[config.mk]
export PLATFORM = sky130hd
export DESIGN_NAME = tcw_ctrl
export DESIGN_NICKNAME = d
export VERILOG_FILES = /design/src/hw/rtl/tcw_pkg.sv /design/src/hw/rtl/tcw_ctrl.sv
export SDC_FILE = /design/constraint.sdc
export NUM_CORES = 1
export LEC_CHECK = 0
export BUFFER_PORTS_ARGS = -buffer_cell sky130_fd_sc_hd__buf_4
export CAP_MARGIN = 10
export CORE_MARGIN = 3
export CORE_UTILIZATION = 40
export DETAILED_ROUTE_END_ITERATION = 10
export PLACE_DENSITY = 0.71
export SYNTH_ARGS = -nofsm -noshare
export SYNTH_HDL_FRONTEND = slang
export SYNTH_SLANG_ARGS = --single-unit
[constraint.sdc]
create_clock -name clock -period 1.4 [get_ports clock]
set_input_delay 0.14 -clock clock [delete_from_list [all_inputs] [get_ports clock]]
set_output_delay 0.14 -clock clock [all_outputs]
set_load 0.1 [all_outputs]
[src/hw/rtl/tcw_pkg.sv]
// Shared types and constants for the text console character writer.
`timescale 1ns / 1ps

package tcw_pkg;

   // Field widths of the request, response and register ports
   localparam int FUNC_W     = 2;
   localparam int CHAR_W     = 8;
   localparam int ATTR_W     = 8;
   localparam int ADDR_W     = 11;
   localparam int ROWCNT_W   = 8;
   localparam int TAB_W      = 4;
   localparam int CSR_IDX_W  = 2;
   localparam int CSR_DATA_W = 8;
   localparam int CELL_W     = CHAR_W + ATTR_W;

   // Operation codes
   localparam logic [FUNC_W-1:0] FUNC_PUT        = 2'd0;
   localparam logic [FUNC_W-1:0] FUNC_READ       = 2'd1;
   localparam logic [FUNC_W-1:0] FUNC_SET_CURSOR = 2'd2;
   localparam logic [FUNC_W-1:0] FUNC_SCROLL     = 2'd3;

   // Register indexes
   localparam logic [CSR_IDX_W-1:0] CSR_TAB_WIDTH   = 2'd0;
   localparam logic [CSR_IDX_W-1:0] CSR_BLANK_COLOR = 2'd1;

   // Character codes
   localparam logic [CHAR_W-1:0] CH_TAB   = 8'd9;
   localparam logic [CHAR_W-1:0] CH_NL    = 8'd10;
   localparam logic [CHAR_W-1:0] CH_SPACE = 8'd32;

   // Register defaults and limits
   localparam logic [TAB_W-1:0]      TAB_DEFAULT   = 4'd5;
   localparam logic [CSR_DATA_W-1:0] TAB_MIN       = 8'd1;
   localparam logic [CSR_DATA_W-1:0] TAB_MAX       = 8'd8;
   localparam logic [ATTR_W-1:0]     BLANK_DEFAULT = 8'h07;

   typedef enum logic [3:0] {
      ST_CLEAR,
      ST_IDLE,
      ST_DISPATCH,
      ST_TAB_MOD,
      ST_PUT,
      ST_FILL,
      ST_SET_MOD,
      ST_RD_WAIT,
      ST_RESPOND
   } state_type;

   // Controller to datapath
   typedef struct packed {
      logic load;        // capture the request beat
      logic char_init;   // one character to write
      logic rem_tab;     // start column mod tab width
      logic rem_set;     // start address mod columns
      logic tab_load;    // space count from the remainder
      logic put_step;    // write one character at the cursor
      logic cur_load;    // cursor from address and remainder
      logic mem_rd;      // read the addressed cell
      logic fill_start;  // set up a row fill
      logic fill_many;   // fill the requested rows, else one row
      logic fill_step;   // write one blank cell
      logic respond;     // load the response registers
   } cmd_type;

   // Datapath to controller
   typedef struct packed {
      logic [FUNC_W-1:0] func;
      logic              is_tab;
      logic              addr_ok;
      logic              rows_zero;
      logic              put_wrap;
      logic              cnt_last;
      logic              cnt_zero;
      logic              fill_last;
      logic              rem_done;
   } status_type;

endpackage

[src/hw/rtl/tcw_ctrl.sv]
// Controller: sequences each operation over the datapath.
`timescale 1ns / 1ps

module tcw_ctrl
   import tcw_pkg::*;
(
   input  logic       clock,
   input  logic       reset,
   input  logic       start,
   output logic       busy,
   input  status_type status,
   output cmd_type    cmd
);

   state_type state_ff, state_in;

   // State register; reset begins with the store clearing pass
   always_ff @(posedge clock) begin
      if (reset) begin
         state_ff <= ST_CLEAR;
      end else begin
         state_ff <= state_in;
      end
   end

   // Next state and commands
   always_comb begin
      state_in = state_ff;
      cmd      = '0;
      case (state_ff)
         ST_CLEAR: begin
            cmd.fill_step = 1'b1;
            if (status.fill_last) begin
               state_in = ST_IDLE;
            end
         end
         ST_IDLE: begin
            if (start) begin
               cmd.load = 1'b1;
               state_in = ST_DISPATCH;
            end
         end
         ST_DISPATCH: begin
            case (status.func)
               FUNC_PUT: begin
                  if (status.is_tab) begin
                     cmd.rem_tab = 1'b1;
                     state_in    = ST_TAB_MOD;
                  end else begin
                     cmd.char_init = 1'b1;
                     state_in      = ST_PUT;
                  end
               end
               FUNC_READ: begin
                  if (status.addr_ok) begin
                     cmd.mem_rd = 1'b1;
                     state_in   = ST_RD_WAIT;
                  end else begin
                     state_in = ST_RESPOND;
                  end
               end
               FUNC_SET_CURSOR: begin
                  if (status.addr_ok) begin
                     cmd.rem_set = 1'b1;
                     state_in    = ST_SET_MOD;
                  end else begin
                     state_in = ST_RESPOND;
                  end
               end
               FUNC_SCROLL: begin
                  if (!status.rows_zero) begin
                     cmd.fill_start = 1'b1;
                     cmd.fill_many  = 1'b1;
                     state_in       = ST_FILL;
                  end else begin
                     state_in = ST_RESPOND;
                  end
               end
               default: begin
                  state_in = ST_RESPOND;
               end
            endcase
         end
         ST_TAB_MOD: begin
            if (status.rem_done) begin
               cmd.tab_load = 1'b1;
               state_in     = ST_PUT;
            end
         end
         ST_PUT: begin
            cmd.put_step = 1'b1;
            if (status.put_wrap) begin
               cmd.fill_start = 1'b1;
               state_in       = ST_FILL;
            end else if (status.cnt_last) begin
               state_in = ST_RESPOND;
            end
         end
         ST_FILL: begin
            cmd.fill_step = 1'b1;
            if (status.fill_last) begin
               state_in = status.cnt_zero ? ST_RESPOND : ST_PUT;
            end
         end
         ST_SET_MOD: begin
            if (status.rem_done) begin
               cmd.cur_load = 1'b1;
               state_in     = ST_RESPOND;
            end
         end
         ST_RD_WAIT: begin
            state_in = ST_RESPOND;
         end
         ST_RESPOND: begin
            cmd.respond = 1'b1;
            state_in    = ST_IDLE;
         end
         default: begin
            state_in = ST_IDLE;
         end
      endcase
   end

   assign busy = (state_ff != ST_IDLE);

endmodule

==> results.cfg, run 1 <==
[clock_network]
htreeDepth = 1
cts_buffers = 3
cts_root_buf = clkbuf_4
clockBufferDepth = 2
cts_sinks = 4

[synthesis]
syn_nets = 84
synth.avg_cell_area_sq_um = 7.93
syn_inst = 71
ys_ff_latch = 4
synth_cell_types = 38
yosysSeqAreaShare_pct = 14.2
yosysWarnings = 0
synthesis.area_sq_um = 563

[outcome]
outcome = did not finish
run.stop_error = [ERROR DPL-0038] Utilization greater than 100%, impossible to legalize
lastStage = global routing (5_1_grt)

[die]
start_util_pct = 46.3
die_height_microns = 43.5
dieWidth_microns = 43.5
ios = 26
num_rows = 12

[placement]
port_buffers = 25
routabilityCongestion = 0.774
placed_area_sq_um = 912
dp_hpwl_microns = 1310

[timing]
timing.worst_endpoint.kind = sequential cell input
worst_endpoint = state_ff[0]$_SDFFE_PP0P_/D

[global_route]
grt_max_degree = 13
Yosys cell counts:
cell type  number  share of area (%)
nand2b_1        2                2.2
buf_4           1                1.3
o21a_1          1                1.3
or3_1           2                2.2
nor4b_2         2                5.3
buf_6           3                6.0
nor2_1          7                4.7
nor3b_1         2                2.7
a21boi_0        1                1.3
dfxtp_1         4                 14
a222oi_1        1                1.8
nand3_1         1               0.89
o211a_1         1                1.8
a22oi_2         1                2.2
a21o_1          1                1.3
nor4_1          1                1.1
nor4bb_1        1                1.8
nor2b_1         2                2.2
nand2_1         6                4.0
o32a_1          1                1.8
o32ai_1         2                3.1
and2_1          1                1.1
or2b_2          1                1.6
a2bb2oi_2       1                2.7
a31oi_1         1                1.1
nor3_1          6                5.3
a211oi_1        1                1.3
clkbuf_4        1                1.3
a311oi_2        1                2.7
and3_1          2                2.2
inv_1           3                2.0
xor2_1          1                1.6
a21oi_4         1                2.9
buf_2           1               0.89
a21oi_1         2                1.8
nand3b_1        1                1.3
mux2i_1         3                5.3
and2_4          1                1.6
cells by family after synthesis:
family | synth area share (%)
xor gates and xnor gates | 1.56
muxes | 5.33
DFF | 14.2
buffers and inverters | 11.6
AOI/OAI and AO/OA | 27.1
and+or+nand+nor | 40.2
repair_timing:
item,in CTS
endpoints found under the hold margin,0
gates resized for setup,41
setup buffers,6
pin swaps,3
setup endpoints to repair,17
gates cloned,0
hold buffers,0
stage by stage:
stage | setup WS (ps) | cells | hold slack (ps)
3_3_place_gp | -54.7 | 113 | 343
3_5_place_dp | -109 | 113 | 347
2_1_floorplan | -735 | 71 | 208
4_1_cts | -171 | 122 | 91.8
==> run 2: changes to the inputs <==
CORE_AREA = 3 3 64 66   (was not set)
CORE_MARGIN = not set   (was 3)
CORE_UTILIZATION = not set   (was 40)
DIE_AREA = 0 0 67 69   (was not set)
PLACE_DENSITY = not set   (was 0.71)
PLACE_DENSITY_LB_ADDON = 0.15   (was not set)
clock period = 1.8 ns   (was 1.4 ns; I/O delays follow)
==> run 2 against run 1 <==
The flow now finishes without violations. Synthesized area unchanged. Synthesized cell count did not move.
==> results.cfg, run 2 <==
[timing]
tightest_slew_ps = 328
max-slew-margin-rel_pct = 78.1
finalCritPeriodShare_pct = 93.7
min_period_ps = 1690
finalSetupTns_ps = 0
setup_viol = 0
hold_viol = 0
rsz0062_at_grt = no
clock_skew_ps = 1.84
fmax_mhz = 593
drv_slew = 0

[placement]
dp_hpwl_microns = 1490
port_buffers = 25
routabilityCongestion = 0.704

[global_route]
antenna_found_initial = 0
grt_pass1_wl_microns = 3080
grtUsageTotal_pct = 8.41
grt_max_degree = 13
grt_overflow = 0
grt_pass1_vias = 665

[clock_network]
cts_buffers = 3
ctsHoldBuffers = 0
cts_tree = built
clkTransAtPathRegs_ps = 30
cts_setup_buffers = 0
htreeDepth = 1
clkLatencyLatePin_ps = 210
ctsResizeCount = 1
cts_root_buf = clkbuf_8
clockBufferDepth = 2
cts_sinks = 4

[route]
initialDrtViolationCount = 26
first_pass_iters = 5
post_drt_wl_per_cell_microns = 12.7
vias = 619
drcViolationCount = 0
via_per_inst = 4.27
drt.antenna.violating_nets = 0
routed_wirelength_microns = 1850

[power_and_ir_drop]
p_per_area_mw_per_mm2 = 658
total_power_uw = 626
leakagePower_nw = 0.378
peakVddDrop_v = 0.000277

[worst_setup_path]
critPathMaxFanout = 9
cp.arrival_ps = 1510
cp.required_ps = 1620
startpoint_type = flip-flop
reg2reg_from = state_ff[0]
worst-setup-path-type = flip-flop to output pin
end_kind = output pin
rr_worst_depth = 5
ff2ff_setup_slack_ps = 240
worstReg2RegEnd = state_ff[2]

[layout]
largest-register = state_ff
layout-drive-gt1-share_pct = 55.7
mostFrequentLayoutCell = buf_4
layout_common_cells = buf_4 (27), nor2_1 (5), nand2_1 (5)
largestRegisters = state_ff x4
num-nets-final = 112
largest_register_ffs = 4
diodes = 0
syn2layout_area_growth_pct = 68.9

[synthesis]
syn_nets = 84
ys_ff_latch = 4
ys_top_cells_by_count = nor2_1 (7), nand2_1 (6), nor3_1 (6)
synth_cell_types = 38
synthesis.area_sq_um = 563
synth_area_leader_cell = dfxtp_1
async_flop_share_pct = 0
yosysSeqAreaShare_pct = 14.2
yosysWarnings = 0
yosysMostFrequentCell = nor2_1
ys.flop_type = dfxtp_1
synth.area.top_cells = dfxtp_1 (14%), buf_6 (6.0%), mux2i_1 (5.3%)
synth_edf_count = 0
syn_inst = 71
netlist.area_leader.share_pct = 14.2
synth.avg_cell_area_sq_um = 7.93

[die]
die_height_microns = 69
core_area_sq_mm = 0.00363
die_area_sq_mm = 0.00462
start_util_pct = 15.5
dieWidth_microns = 67
num_rows = 22
ios = 26

[outcome]
outcome = complete, no violations

[min_path]
holdPathStages = 2
hp-class = input pin to flip-flop
min_from = reset
min_to = state_ff[0]

[job]
maxCapViolCount = 0
-- run 2: worst max path at each step --
| stage | startpoint | end | slack (ps) | cells past startpoint |
|---|---|---|---|---|
| after floorplan | state_ff[3] | state_ff[0] | -320 | 4 |
| after global placement | state_ff[0] | state_ff[2] | 160 | 5 |
| after detailed placement | state_ff[0] | state_ff[0] | 180 | 5 |
| after CTS | state_ff[2] | cmd[3] | 6 | 3 |
| after global routing | state_ff[1] | cmd[10] | 40 | 4 |
| final | state_ff[1] | cmd[5] | 110 | 5 |
-- run 2: power breakdown --
part           internal, mW  total (mW)  switching, mW
Clock                 0.142       0.186         0.0434
Combinational         0.113       0.321          0.208
Sequential           0.0969       0.119         0.0219
Total                 0.353       0.626          0.273
-- run 2: area by class of cell --
cell class | instances | area, sq um
clock buffers | 3 | 41.3
fillers | 411 | 2680
inverters | 3 | 11.3
multi-input cells | 58 | 528
flip-flops and latches | 4 | 85.1
well taps | 48 | 60.1
repair buffers | 29 | 225
-- run 2: metrics by stage --
stage                     util (%)  worst slack, ps  instance area [sq um]  hold WS, ps  std cells
after CTS                     25.6             5.81                    928          150        145
after detailed placement      24.4              176                    886          384        142
final                         26.2              113                    951          156        145
after global placement        24.4              163                    886          382        142
after floorplan                  -             -320                    662          248         71
after global routing          26.2             35.9                    951          161        145
-- run 2: worst max-delay path, stage by stage (launching register included) --
cell and delay (ps):
dfxtp_2 420, nor2b_2 240, buf_4 150, nand2_1 80
nor3_4 100, buf_4 300
-- run 2: kinds of logic after synthesis --
| logic type | synth area share [%] |
|---|---|
| buffers and inverters | 11.6 |
| DFF | 14.2 |
| muxes | 5.33 |
| AOI/OAI and AO/OA | 27.1 |
| and+or+nand+nor | 40.2 |
| xor gates and xnor gates | 1.56 |
-- run 2: layer usage --
layer,routed length (microns),track usage [%]
met1,880,11.6
met2,832,12.2
met4,27,4.05
met3,107,1.63
met5,0,0
No activity file was read; power rests on OpenSTA's default activity.
